**src/rtl/fmsk_pkg.sv**
```systemverilog
// ----------------------------------------------------------------------------
// fmsk_pkg
// Types, codes and word-level bit counting functions for the sketch
// bitmap store and its scan unit.
// ----------------------------------------------------------------------------
package fmsk_pkg;

	localparam int COUNT_W  = 9;
	localparam int STATUS_W = 2;

	localparam logic [STATUS_W-1:0] STATUS_OK         = 2'd0;
	localparam logic [STATUS_W-1:0] STATUS_BAD_SKETCH = 2'd1;
	localparam logic [STATUS_W-1:0] STATUS_BAD_BIT    = 2'd2;

	localparam logic OP_SET   = 1'b0;
	localparam logic OP_QUERY = 1'b1;

	localparam logic REG_SKETCH_COUNT = 1'b0;
	localparam logic REG_SKETCH_WORDS = 1'b1;

	localparam logic [6:0] SKETCH_COUNT_RESET = 7'd64;
	localparam logic [3:0] SKETCH_WORDS_RESET = 4'd1;

	typedef enum logic [7:0] {
		ST_CLEAR = 8'b0000_0001,
		ST_IDLE  = 8'b0000_0010,
		ST_CALC  = 8'b0000_0100,
		ST_RD    = 8'b0000_1000,
		ST_WR    = 8'b0001_0000,
		ST_SCAN  = 8'b0010_0000,
		ST_DRAIN = 8'b0100_0000,
		ST_DONE  = 8'b1000_0000
	} state_t;

	typedef struct packed {
		logic start;
		logic valid;
	} scan_ctl_t;

	// Trailing zeros of a nonzero word by a five-step binary search.
	function automatic logic [4:0] ctz32(input logic [31:0] v);
		logic [31:0] x;
		logic [4:0]  n;
		x = v;
		n = '0;
		if (x[15:0] == '0) begin
			n[4] = 1'b1;
			x = x >> 16;
		end
		if (x[7:0] == '0) begin
			n[3] = 1'b1;
			x = x >> 8;
		end
		if (x[3:0] == '0) begin
			n[2] = 1'b1;
			x = x >> 4;
		end
		if (x[1:0] == '0) begin
			n[1] = 1'b1;
			x = x >> 2;
		end
		if (x[0] == 1'b0) begin
			n[0] = 1'b1;
		end
		return n;
	endfunction

	// Leading ones of a word that is not all ones: the trailing zeros of
	// the inverted word read in reverse bit order.
	function automatic logic [4:0] clo32(input logic [31:0] v);
		logic [31:0] r;
		for (int i = 0; i < 32; i++) begin
			r[i] = ~v[31-i];
		end
		return ctz32(r);
	endfunction

endpackage

```
**src/rtl/fmsk_scan.sv**
```systemverilog
// ----------------------------------------------------------------------------
// fmsk_scan
// Takes the words of one sketch, most significant word first, one word per
// cycle, and accumulates the trailing-zero and leading-one counts.
// ----------------------------------------------------------------------------
module fmsk_scan #(
	parameter int MAX_SKETCH_WORDS = 8
) (
	input  logic                                        clk,
	input  fmsk_pkg::scan_ctl_t                         ctl,
	input  logic [31:0]                                 word,
	input  logic [$clog2(MAX_SKETCH_WORDS+1)-1:0]       below,
	input  logic [$clog2(MAX_SKETCH_WORDS+1)-1:0]       size_w,
	output logic [$clog2(MAX_SKETCH_WORDS*32+1)-1:0]    tz,
	output logic [$clog2(MAX_SKETCH_WORDS*32+1)-1:0]    lo
);

	localparam int CW = $clog2(MAX_SKETCH_WORDS*32+1);

	logic [CW-1:0] tz_q;
	logic [CW-1:0] lo_q;
	logic          lo_done_q;

	always_ff @(posedge clk) begin
		if (ctl.start) begin
			tz_q      <= CW'(size_w) << 5;
			lo_q      <= '0;
			lo_done_q <= 1'b0;
		end else if (ctl.valid) begin
			// Words arrive top first, so the last nonzero word seen is the
			// lowest one and sets the trailing count.
			if (word != '0) begin
				tz_q <= (CW'(below) << 5) + CW'(fmsk_pkg::ctz32(word));
			end
			if (!lo_done_q) begin
				if (&word) begin
					lo_q <= lo_q + CW'(32);
				end else begin
					lo_q      <= lo_q + CW'(fmsk_pkg::clo32(word));
					lo_done_q <= 1'b1;
				end
			end
		end
	end

	assign tz = tz_q;
	assign lo = lo_q;

endmodule
```
**config.mk**
```make
export PLATFORM = sky130hd
export DESIGN_NAME = fmsk_scan
export DESIGN_NICKNAME = d
export VERILOG_FILES = /design/src/rtl/fmsk_pkg.sv /design/src/rtl/fmsk_scan.sv
export SDC_FILE = /design/constraint.sdc
export NUM_CORES = 1
export LEC_CHECK = 0
export BUFFER_PORTS_ARGS = -buffer_cell sky130_fd_sc_hd__buf_2
export CORE_ASPECT_RATIO = 0.75
export CORE_MARGIN = 1
export CORE_UTILIZATION = 40
export CTS_CLUSTER_SIZE = 24
export DETAILED_ROUTE_END_ITERATION = 16
export GPL_TIMING_DRIVEN = 0
export PLACE_DENSITY = 0.7
export SYNTH_ARGS = -nofsm -noshare
export SYNTH_HDL_FRONTEND = slang
export SYNTH_SLANG_ARGS = --single-unit
```
**constraint.sdc**
```tcl
create_clock -name clk -period 8.4 [get_ports clk]
set_clock_uncertainty 0.1 [all_clocks]
set_input_delay 0.42 -clock clk [delete_from_list [all_inputs] [get_ports clk]]
set_output_delay 0.42 -clock clk [all_outputs]
set_load 0.005 [all_outputs]
```
# Word-level counts from Yosys, hierarchy flattened
# Index checks and enable logic that the tools add are counted.
# totals
reg_bits	19
in_bits	43
out_inout_bits	18
elab_cells	141
# classes
n_addsub	3
muxes	87
bitwise_logic	32
reduce_logical	15
# ops
operator	count
15-bit 2-to-1 mux	9
7-bit 2-to-1 mux	9
1-bit 2-to-1 mux	56
9-bit 2-to-1 mux	4
16-bit logical NOT	2
1-bit inverter	32
32-bit AND reduction	1
32-bit nonzero test	1
3-bit 2-to-1 mux	9
9-bit by 5-bit adder with 9-bit output	2
8-bit logical NOT	2
9-bit by 6-bit adder with 9-bit output (second input constant)	1
4-bit logical NOT	2
2-bit AND reduction	3
2-bit logical NOT	2
2-bit nonzero test	2

# Depth between registers and ports, before layout
# Gate-level depths: netlist of the first run.
# logic_depth
ltp_word	32
ltp_mapped	18
depth_no_buf	17

# Least setup slack after synthesis of the first run
# OpenSTA, ideal clock, no wires.
# synth_path
kind	in2reg
from	input word[21]
to	register lo_q[6] (netlist: lo[6])
setup_ns	0.128
arrival_time_ns	3.389
required_time_ns	8.172
path_slack_ns	4.783
stages	17
n_path_buf	1
path_cell_list	nand4_2 or4_4 clkbuf_1 o21ai_0 a21oi_1 o21a_1 a21oi_1 ha_1 inv_1 fa_1 nor2b_1 o21ai_0 a21boi_0 o21ai_0 a21bo_2 a22oi_1 nor2_1
# synth_between
elab_chain_len	32
elab_cells_between_ends	53
cone_classes	add/sub: 1; mux: 46; bitwise: 1; reduce/logical: 5
# synth_lines
element	line_no	text
from (decl)	fmsk_scan.sv:11	input logic [31:0] word,
1-bit inverter	fmsk_pkg.sv:73	r[i] = ~v[31-i];
16-bit logical NOT	fmsk_pkg.sv:46	if (x[15:0] == '0) begin
15-bit 2-to-1 mux	fmsk_pkg.sv:46	
15-bit 2-to-1 mux	fmsk_scan.sv:36	if (&word) begin
15-bit 2-to-1 mux	fmsk_scan.sv:35	if (!lo_done_q) begin
15-bit 2-to-1 mux	fmsk_scan.sv:29	end else if (ctl.valid) begin
15-bit 2-to-1 mux	fmsk_scan.sv:25	if (ctl.start) begin
8-bit logical NOT	fmsk_pkg.sv:50	if (x[7:0] == '0) begin
[... 16 more ...]	n/a	
1-bit 2-to-1 mux	fmsk_scan.sv:25	
1-bit 2-to-1 mux	fmsk_pkg.sv:62	if (x[0] == 1'b0) begin
1-bit 2-to-1 mux	fmsk_scan.sv:36	
1-bit 2-to-1 mux	fmsk_scan.sv:35	
1-bit 2-to-1 mux	fmsk_scan.sv:29	
1-bit 2-to-1 mux	fmsk_scan.sv:25	
9-bit by 5-bit adder with 9-bit output	fmsk_scan.sv:39	lo_q <= lo_q + CW'(fmsk_pkg::clo32(word));
9-bit 2-to-1 mux (*)	fmsk_scan.sv:36	
to (signal assigned)	fmsk_scan.sv:37	lo_q <= lo_q + CW'(32);
to (signal assigned)	fmsk_scan.sv:39	
to (decl)	fmsk_scan.sv:21	logic [CW-1:0] lo_q;
# Every way passes the cells marked *; elsewhere a longest branch is shown, timed or not. The select of a mux whose other input is x is not followed.
# A chain may end at the register's enable or synchronous reset.

# Worst setup path in the final report of the first run
# Same ends and word-level chain as after synthesis.

==> summary.md, run 1 <==
| Metric | Value |
|---|---|
| Fillers | `381` |
| Worst Tran Pin Value | `around 0.65 ns` |
| Antenna viol nets, final | `0` |
| Mapped Nets | `258` |
| Starting Density | `a little over two fifths` |
| Via density | `approximately 5.7` |
| DR DRC count | `0` |
| Crit start category | `input port` |
| Diode count | `0` |
| Initial DRC Count | `186` |
| Setup ws final | `roughly 4.4 ns` |
| Worst relative slew slack | `a little under three fifths` |
| Pwr Density | `103 nW/um^2` |
| Crit end category | `flip-flop` |
| Post-CTS Setup Inserts | `0` |
| CTS H-tree depth | `1` |
| Run status | `complete, no violations` |
| Leak | `0.904 nW` |
| Peak supply drop | `between 0.00006 and 0.00007 V` |
| Worst-Skew Late Latency | `~0.26 ns` |
| Die X | `about 76 um` |
| Max Slew Vio Count | `0` |
| Pin count of the biggest net entering global routing | `11` |
| Worst path most repeated cell | `o21ai_0` |
| Buf+Inv Stages, Crit Path | `3` |
| Max incr delay on CP | `0.61 ns` |
| Yosys warning count | `0` |
| Mapped Cells | `208` |
| Max Root-Sink Buffers | `2` |
| Post-DP HPWL | `3930 um` |
| Cts-stage hold buffer count | `0` |
| Levels on crit path | `18` |
| Placer Congestion | `0.942` |
| Routed vias | `approximately 1.9k` |
| Final cell count without fillers | `324` |
| Initial antenna violation count | `0` |
| GRT Util Overall | `a little under a quarter` |
| Worst path top cell family by delay | `compound AO/OA/AOI/OAI gates` |
| Syn_area_per_cell | `between 7 and 8 um^2` |
| Critical path peak fanout | `10` |
| Max Freq | `247 MHz` |
| Yosys reg bits | `19` |
| Mapped Area | `approximately 1600 um^2` |
| CTS tree | `built` |
| Post-route minimum period | `4.05 ns` |
| Total grt overflow | `0` |
| RSZ-0062 raised after global routing | `false` |
| Layout cell share with drive strength beyond 1 | `28.3%` |
| Setup TNS | `0 ns` |
| Yosys cell types | `50` |
| R2R cell count | `10` |
| Synthesis-to-layout area growth | `25.0%` |
| Max_cap viols | `0` |
| Final hold vios | `0` |
| Final wirelength | `slightly below 5000 um` |
| Final nets | `approximately 320` |
| Drt first pass iters | `4` |
| Post-synth EDFFs | `4` |
| Top_reg_cell synth | `dfxtp_1` |
| Placed Cells incl. Taps | `320` |
| Final worst-path cycle share | `between 40% and 50%` |
| WL/cell | `roughly 15 um` |
| Req. time, crit path | `between 8 and 9 ns` |
| Num ports | `61` |
| DP Worst Slack | `~4.2 ns` |
| Slowest-stage cell, CP | `or4_4` |
| Row count | `19` |
| Die Height | `57.5 um` |
| Kind of critical path | `input port to flip-flop` |
| Clock root cell | `clkbuf_8` |
| Number of global-route vias before repair | `~1.6k` |
| Hold WS | `between 0.3 and 0.4 ns` |
| Fraction of registers with async set/reset | `0%` |
| PostCTS Resize Cnt | `0` |
| First-pass GRT wire length | `around 8100 um` |
| Sequential share of the synthesized area | `about a quarter` |
| Hold Crit Class | `input port to flip-flop` |
| Core Area | `around 3800 um^2` |
| CP Cell Sequence | `buf_2, nand4_2, or4_4, clkbuf_1, o21ai_0, a21oi_1, o21a_1, a21oi_1, ha_1, inv_1, fa_1, nor2b_1, o21ai_0, a21boi_0, o21ai_0, a21bo_2, a22oi_1, nor2_1` |
| Worst EP arrival | `4.08 ns` |
| Hold depth | `2` |
| Worst-path clk slew | `approximately 0.070 ns` |
| CTS sink cnt | `19` |
| # setup viols final | `0` |
| Die Footprint | `between 4000 and 5000 um^2` |
| IO Port Bufs | `60` |
| Inserted Clock Buffers | `3` |
-- placed cells by master (no fill, tap or decap), types with 2 or more instances in the layout --
cell type  instances
nand2_1           21
edfxtp_1           4
or4_4              2
o21ai_0           20
nand2b_1           4
o31ai_1            4
a21boi_0           3
nor4_1             4
dfxtp_1           15
nor3_1             3
nor2b_1            4
inv_1             10
a31oi_1            2
nor2_1            19
clkbuf_8           3
a221o_1            4
clkbuf_1           8
nand3_1            4
ha_1               6
and4_1             2
and2_1             4
and3_1             5
a21o_1             3
xor2_1             2
a31o_2             4
a211oi_1           2
or4_1              3
a21oi_1           14
xnor2_1            2
buf_2             60
mux2i_1            5
nand4_1            6
-- worst paths after layout --
kind	startpoint	end	slack, ns
max	word[21]	lo[6]	4.35
min	ctl[0]	tz[4]	0.32
max reg2reg	lo[0]	lo[6]	6.04
min reg2reg	tz[0]	tz[0]	0.35
-- registers in the layout (all words and copies together), names as in the netlist --
signal / cells
lo: 9
lo_done_q: 1
tz: 9
-- synthesized netlist by cell type, types with 2 or more instances --
| library cell | number | area share (%) |
|---|---|---|
| or4_4 | 2 | 1.4 |
| a21boi_0 | 3 | 1.4 |
| or4_1 | 3 | 1.4 |
| dfxtp_1 | 15 | 18 |
| nor4_1 | 4 | 1.5 |
| a221o_1 | 4 | 2.4 |
| a211oi_1 | 2 | 0.91 |
| nor2_1 | 19 | 4.3 |
| nand2b_1 | 4 | 1.5 |
| ha_1 | 6 | 4.6 |
| nand4_1 | 6 | 2.3 |
| xor2_1 | 2 | 1.1 |
| o21ai_0 | 20 | 6.1 |
| nand2_1 | 21 | 4.8 |
| a21oi_1 | 14 | 4.3 |
| and3_1 | 5 | 1.9 |
| and2_1 | 4 | 1.5 |
| mux2i_1 | 5 | 3.0 |
| nand3_1 | 4 | 1.2 |
| inv_1 | 10 | 2.3 |
| and4_1 | 2 | 1.1 |
| a31o_2 | 4 | 2.1 |
| nor3_1 | 3 | 0.91 |
| o31ai_1 | 4 | 1.8 |
| a21o_1 | 3 | 1.4 |
| edfxtp_1 | 4 | 7.3 |
| clkbuf_1 | 7 | 1.6 |
| xnor2_1 | 2 | 1.1 |
| a31oi_1 | 2 | 0.76 |
| nor2b_1 | 4 | 1.5 |
-- per-stage QoR --
stage / power, mW / util, % / area [um^2]
CTS: 0.215 / 54.3 / 2050
floorplan: 0.124 / - / 1640
detailed placement: 0.150 / 53.1 / 2010
finish: 0.212 / 54.3 / 2050
global placement: 0.150 / 53.1 / 2010
global route: 0.225 / 54.3 / 2050
-- cell type report --
type | instances | area, um^2 | share of cell area (%)
flip-flops and latches | 19 | 420 | 20.5
multi-input cells | 171 | 1150 | 55.9
repair buffers | 60 | 300 | 14.6
clock buffers | 4 | 45.0 | 2.20
plain buffers | 8 | 37.5 | 1.83
inverters | 10 | 37.5 | 1.83
well taps | 52 | 65.1 | 3.17
-- routing by layer --
metal,GRT usage (%),part of all wire (%),vias up
met5,0,0,-
met2,34.5,40,88
met1,34.0,48,854
li1,-,-,913
met4,3.57,0.49,0
met3,8.32,12,4
-- cell families after synthesis --
| logic type | after synthesis | share of synthesized area, % |
|---|---|---|
| and+or+nand+nor | 87 | 29.3 |
| AOI/OAI and AO/OA | 68 | 29.5 |
| DFF | 19 | 25.6 |
| buffers and inverters | 18 | 4.57 |
| adders and majority gates | 7 | 5.79 |
| muxes | 5 | 3.05 |
| xor gates and xnor gates | 4 | 2.13 |
-- power by group --
part | switching [mW] | internal, mW
registers | 0.00170 | 0.0977
logic | 0.0281 | 0.0214
clock network | 0.0292 | 0.0337
total | 0.0590 | 0.153
Power figures use the tool's default switching activity.
==> run 2, diff against run 1 <==
Settings changed: PLACE_DENSITY 0.7 to 0.73.
Clock period 8.4 ns to 3.5 ns, I/O delays scaled along.
==> summary.md, run 2 (synthesis gave the netlist of run 1 again) <==
| Metric | Value |
|---|---|
| Final nets | `329 (+1.9%)` |
| Crit end category | `flip-flop` |
| Worst Tran Pin Value | `0.626 ns (-0.0275 ns)` |
| Max Root-Sink Buffers | `2 (unchanged)` |
| Worst relative slew slack | `58.3% (+1.8 points)` |
| Routed vias | `1894 (+1.9%)` |
| Sequential cell area | `420 um^2 (unchanged)` |
| Final worst-path cycle share | `~99%` |
| Kind of critical path | `input port to flip-flop` |
| Slowest-stage cell, CP | `or4_4` |
| Run status | `complete, no violations` |
| Core Area | `3780 um^2 (unchanged)` |
| Buf+Inv Stages, Crit Path | `3 (unchanged)` |
| CP Cell Sequence | `buf_2, nand4_4, or4_4, o2111ai_2, a31o_4, o221ai_2, a21o_1, a21oi_2, ha_2, inv_1, fa_2, nor2b_2, o21ai_2, a21boi_2, buf_4, nor3_1, or3_1, a21oi_1` |
| Clock root cell | `clkbuf_8` |
| GRT Util Overall | `22.9% (-0.69 points)` |
| Final wirelength | `5100 um (+4.4%)` |
| CP endpoint | `lo[8]` |
| Placed cell areas | `2010 um^2 (unchanged)` |
| Worst path top cell family by delay | `simple AND/OR/NAND/NOR gates` |
| Leak | `0.948 nW (+4.9%)` |
| Crit. Startpoint | `word[21]` |
| DR DRC count | `0 (unchanged)` |
| Req. time, crit path | `3.59 ns (-4.84 ns)` |
| R2R cell count | `10 (unchanged)` |
| Most frequent cells in the layout | `60 x buf_2, 21 x nand2_1, 18 x nor2_1, 15 x o21ai_0, 15 x dfxtp_1` |
| Final hold vios | `0 (unchanged)` |
| Worst EP arrival | `3.56 ns (-0.52 ns)` |
| Initial DRC Count | `253 (+36%)` |
| R2R Path Start | `lo[0]` |
| Diode count | `0 (unchanged)` |
| Antenna viol nets, final | `0 (unchanged)` |
| WL/cell | `15.5 um (+2.5%)` |
| Die Footprint | `4370 um^2 (unchanged)` |
| Inserted Clock Buffers | `3 (unchanged)` |
| Drt first pass iters | `5 (+1)` |
| Initial antenna violation count | `0 (unchanged)` |
| Pin count of the biggest net entering global routing | `12 (+1)` |
| Max Slew Vio Count | `0 (unchanged)` |
| Fillers | `357 (-6.3%)` |
| Placed Cells incl. Taps | `320 (unchanged)` |
| Max Freq | `slightly below 300 MHz` |
| Pwr Density | `237 nW/um^2 (+130%)` |
| Row count | `19 (unchanged)` |
| Most common cell after layout, fill and taps aside | `buf_2` |
| IO Port Bufs | `60 (unchanged)` |
| Starting Density | `43.4% (unchanged)` |
| Layout cell share with drive strength beyond 1 | `35.3% (+6.9 points)` |
| Hold Crit Class | `input port to flip-flop` |
| RR Endpoint | `lo[8]` |
| Max_cap viols | `0 (unchanged)` |
| Max incr delay on CP | `0.55 ns (-0.06 ns)` |
| CTS sink cnt | `19 (unchanged)` |
| Levels on crit path | `18 (unchanged)` |
| R2r setup slk | `1.24 ns (-4.80 ns)` |
| Design Area, Final | `2180 um^2 (+6.1%)` |
| Area occupied by multi-input gates | `1220 um^2 (+6.2%)` |
| Worst-path clk slew | `0.07 ns (about the same)` |
| PnR Total Power | `0.515 mW (+140%)` |
| Post-DP HPWL | `3850 um (-2.0%)` |
| Crit start category | `input port` |
| Die X | `76.0 um (unchanged)` |
| Post-route minimum period | `3.47 ns` |
| CTS H-tree depth | `1 (unchanged)` |
| Total grt overflow | `0 (unchanged)` |
| Peak supply drop | `0.000160 V (+130%)` |
| Final cell count without fillers | `330 (+1.9%)` |
| Num ports | `61 (unchanged)` |
| Worst-Skew Late Latency | `0.25 ns (about the same)` |
| Synthesis-to-layout area growth | `32.6%` |
| Critical path peak fanout | `5 (-5)` |
| First-pass GRT wire length | `7930 um (-2.4%)` |
| Number of global-route vias before repair | `1681 (+2.3%)` |
| Die Height | `57.5 um (unchanged)` |
| # setup viols final | `0 (unchanged)` |
| Via density | `5.74 (about the same)` |
| CTS tree | `built` |
| Placer Congestion | `0.996 (+5.7%)` |
==> run 2: what timing repair did <==
action,4_1_cts,5_1_grt
gates cloned,0,1
endpoints found under the hold margin,0,0
setup buffers,2,3
setup endpoints to repair,2,5
gates resized for setup,3,26
pin swaps,2,15
hold buffers,0,0
==> run 2: cell type report <==
type / instances / share of cell area [%]
multi-input combinational: 171 / 55.9
sequential: 19 / 19.3
timing repair buffer: 66 / 15.9
tap: 52 / 2.99
buffer: 8 / 2.07
clock buffer: 3 / 1.90
inverter: 10 / 1.72
clock inverter: 1 / 0.230
==> run 2: worst reg2reg max path: stages, from the launching register on <==
cell and delay [ns]:
dfxtp_1 0.36, ha_2 0.19, inv_1 0.06, fa_2 0.38, nor2b_2 0.17, o21ai_2 0.10, a21boi_2 0.23, buf_4 0.14
nor3_1 0.04, or3_1 0.31, a21oi_1 0.11
==> run 2: power by group <==
| group | internal (mW) | switching, mW | total, mW |
|---|---|---|---|
| Clock | 0.0791 | 0.0715 | 0.151 |
| Sequential | 0.234 | 0.00473 | 0.239 |
| Combinational | 0.0540 | 0.0713 | 0.125 |
==> run 2: worst min path at each step <==
stage / cells after the start / endpoint / start / slack (ns)
6_report: 2 / tz[4] / ctl[0] / 0.07
3_5_place_dp: 2 / tz[0] / tz[0] / 0.34
2_1_floorplan: 1 / tz[4] / ctl[0] / 0.17
5_1_grt: 2 / tz[4] / ctl[0] / 0.07
4_1_cts: 2 / tz[4] / ctl[0] / 0.07
3_3_place_gp: 2 / tz[0] / tz[0] / 0.33
==> run 2: metal layers <==
| layer | vias up | share of wire, % | routed length, um | global-route usage, % |
|---|---|---|---|---|
| met1 | 862 | 42 | 2150 | 30.7 |
| met5 | - | 0 | 0 | 0 |
| met3 | 8 | 12 | 627 | 10.4 |
| li1 | 926 | - | - | - |
| met2 | 98 | 45 | 2280 | 34.4 |
| met4 | 0 | 0.82 | 42 | 4.12 |
==> run 2: stage by stage <==
stage / TNS, ns / utilization [%] / hold WS, ns / setup WS, ns
detailed placement: -1.31 / 53.1 / 0.337 / -0.459
global placement: -1.30 / 53.1 / 0.332 / -0.466
finish: 0 / 57.6 / 0.0729 / 0.0330
CTS: 0 / 54.8 / 0.0694 / 0.0205
global route: -0.261 / 57.6 / 0.0745 / -0.127
floorplan: 0 / - / 0.171 / 0.128
==> run 3, diff against run 2 <==
Settings changed: PLACE_DENSITY 0.73 to 0.68.
==> summary.md, run 3 (synthesis gave the netlist of run 1 again) <==
| Metric | Value |
|---|---|
| Worst EP arrival | `3.38 ns (-0.18 ns)` |
| Max incr delay on CP | `0.64 ns (+0.09 ns)` |
| Fillers | `379 (+6.2%)` |
| Crit end category | `flip-flop` |
| Max Freq | `298 MHz (+3.4%)` |
| First-pass GRT wire length | `7790 um (-1.7%)` |
| Worst-Skew Late Latency | `0.25 ns (about the same)` |
| Synthesis-to-layout area growth | `31.7%` |
| CTS tree | `built` |
| Gate power share | `24.4% (about the same)` |
| Core Area | `3780 um^2 (unchanged)` |
| Worst path most repeated cell | `o21ai_2` |
| CP endpoint | `lo[6]` |
| Die Height | `57.5 um (unchanged)` |
| Max Root-Sink Buffers | `2 (unchanged)` |
| Crit start category | `input port` |
| R2R Path Start | `lo[0]` |
| Max Slew Vio Count | `0 (unchanged)` |
| # setup viols final | `0 (unchanged)` |
| Layout cell share with drive strength beyond 1 | `34.1% (-1.2 points)` |
| Sw Ratio | `28.1% (-0.57 points)` |
| Post-route minimum period | `3.35 ns (-0.114 ns)` |
| Initial DRC Count | `135 (-47%)` |
| Worst path top cell family by delay | `compound AO/OA/AOI/OAI gates` |
| Number of global-route vias before repair | `1623 (-3.5%)` |
| Final worst-path cycle share | `95.8% (-3.3 points)` |
| Final wirelength | `4870 um (-4.6%)` |
| Routed vias | `1862 (-1.7%)` |
| Req. time, crit path | `3.53 ns (-0.06 ns)` |
| Via density | `5.68 (-1.1%)` |
| Clock root cell | `clkbuf_8` |
| Most common cell after layout, fill and taps aside | `buf_2` |
| Buf+Inv Stages, Crit Path | `3 (unchanged)` |
| Pin count of the biggest net entering global routing | `12 (unchanged)` |
| Slowest-stage cell, CP | `or4_4` |
| Total grt overflow | `0 (unchanged)` |
| Worst Tran Pin Value | `0.621 ns (-0.00519 ns)` |
| Run status | `complete, no violations` |
| R2r setup slk | `1.34 ns (+0.10 ns)` |
| Initial antenna violation count | `0 (unchanged)` |
| CTS sink cnt | `19 (unchanged)` |
| Final hold vios | `0 (unchanged)` |
| Crit. Startpoint | `word[19]` |
| Hold_sp | `ctl[0]` |
| Psw | `0.144 mW (-2.7%)` |
| Die Footprint | `4370 um^2 (unchanged)` |
| Placer Congestion | `1.03 (+3.3%)` |
| Row count | `19 (unchanged)` |
| Worst-path clk slew | `0.07 ns (about the same)` |
| Diode count | `0 (unchanged)` |
| Design Area, Final | `2160 um^2 (-0.69%)` |
| Critical path peak fanout | `8 (+3)` |
| Kind of critical path | `input port to flip-flop` |
| DR DRC count | `0 (unchanged)` |
| Die X | `76.0 um (unchanged)` |
| Final nets | `327 (-0.61%)` |
| Levels on crit path | `18 (unchanged)` |
| Worst relative slew slack | `58.6% (+0.35 points)` |
| Num ports | `61 (unchanged)` |
| Pwr Density | `237 nW/um^2 (about the same)` |
| Placed cell areas | `2010 um^2 (unchanged)` |
| R2R cell count | `10 (unchanged)` |
| Antenna viol nets, final | `0 (unchanged)` |
| CP Cell Sequence | `buf_2, nand4_1, or4_4, buf_6, o21ai_1, a21oi_1, o21a_1, a21oi_2, ha_2, inv_1, fa_2, nor2b_1, o21ai_2, a21boi_2, o21ai_2, a21bo_2, a22oi_1, nor2_1` |
| Internal power | `0.368 mW (+0.13%)` |
| Most frequent cells in the layout | `57 x buf_2, 21 x nand2_1, 18 x nor2_1, 15 x dfxtp_1, 14 x o21ai_0` |
| DP Worst Slack | `-0.474 ns (-0.0148 ns)` |
| Setup ws final | `0.147 ns (+0.114 ns)` |
| Peak supply drop | `0.000176 V (+9.7%)` |
| Inserted Clock Buffers | `3 (unchanged)` |
| Clk network pwr share | `28.9% (-0.3 points)` |
| Leak | `0.938 nW (-1.0%)` |
| Starting Density | `43.4% (unchanged)` |
| RR Endpoint | `lo[6]` |
| Drt first pass iters | `4 (-1)` |
| GRT Util Overall | `22.6% (-0.34 points)` |
| Max_cap viols | `0 (unchanged)` |
| WL/cell | `14.8 um (-4.0%)` |
| Post-DP HPWL | `3890 um (+1.1%)` |
| CTS H-tree depth | `1 (unchanged)` |
| Hold Crit Class | `input port to flip-flop` |
| Sequential power share | `46.7% (+0.3 points)` |
| IO Port Bufs | `60 (unchanged)` |
==> run 3: metal layers <==
layer	track usage, %	vias to the layer above	wire (um)
met5	0	-	0
met4	2.20	0	8
met3	7.36	2	563
met2	33.4	87	2060
met1	33.0	850	2240
li1	-	923	-
==> run 3: how the worst min path moves through the flow <==
stage               endpoint  slack [ns]  cells after the start
detailed placement     tz[4]        0.34                      2
CTS                    tz[4]        0.07                      2
global route           tz[4]        0.08                      2
finish                 tz[4]        0.07                      2
floorplan              tz[4]        0.17                      1
global placement       tz[0]        0.33                      2
==> run 3: cell type report <==
type                    instances  area [um^2]  area share, %
plain buffers                   8         45.0           2.08
clock buffers                   3         41.3           1.91
clock inverters                 1         5.00          0.231
inverters                      10         37.5           1.74
multi-input cells             171         1210           56.0
flip-flops and latches         19          420           19.4
well taps                      52         65.1           3.01
repair buffers                 64          338           15.6
==> run 3: per-stage QoR <==
stage	TNS, ns	hold slack, ns	util (%)	power [mW]	instances
after floorplan	0	0.171	-	0.298	208
after global placement	-1.29	0.331	53.1	0.360	320
after detailed placement	-1.40	0.342	53.1	0.361	320
after CTS	0	0.0682	54.6	0.509	325
after global routing	-0.0515	0.0832	57.2	0.542	328
final	0	0.0719	57.2	0.512	328
==> run 3: timing repair <==
item	in CTS	in global routing
hold buffers	0	0
pin swaps	2	17
endpoints found under the setup margin	2	4
setup buffers	1	3
gates resized for setup	3	27
==> run 3: power by group through the flow <==
stage               registers (mW)  logic [mW]  clock network [mW]
floorplan                    0.245      0.0531                   0
global placement             0.244       0.116                   0
detailed placement           0.244       0.117                   0
CTS                          0.239       0.117               0.153
global route                 0.240       0.138               0.164
finish                       0.239       0.125               0.148
==> run 3: worst reg2reg max path, delay by kind of cell, from the launching register on <==
family,cells,cell delay (ns)
compound gates,5,0.76
flops,1,0.35
fa+ha+maj,2,0.55
simple gates,2,0.21
buf+inv,1,0.06
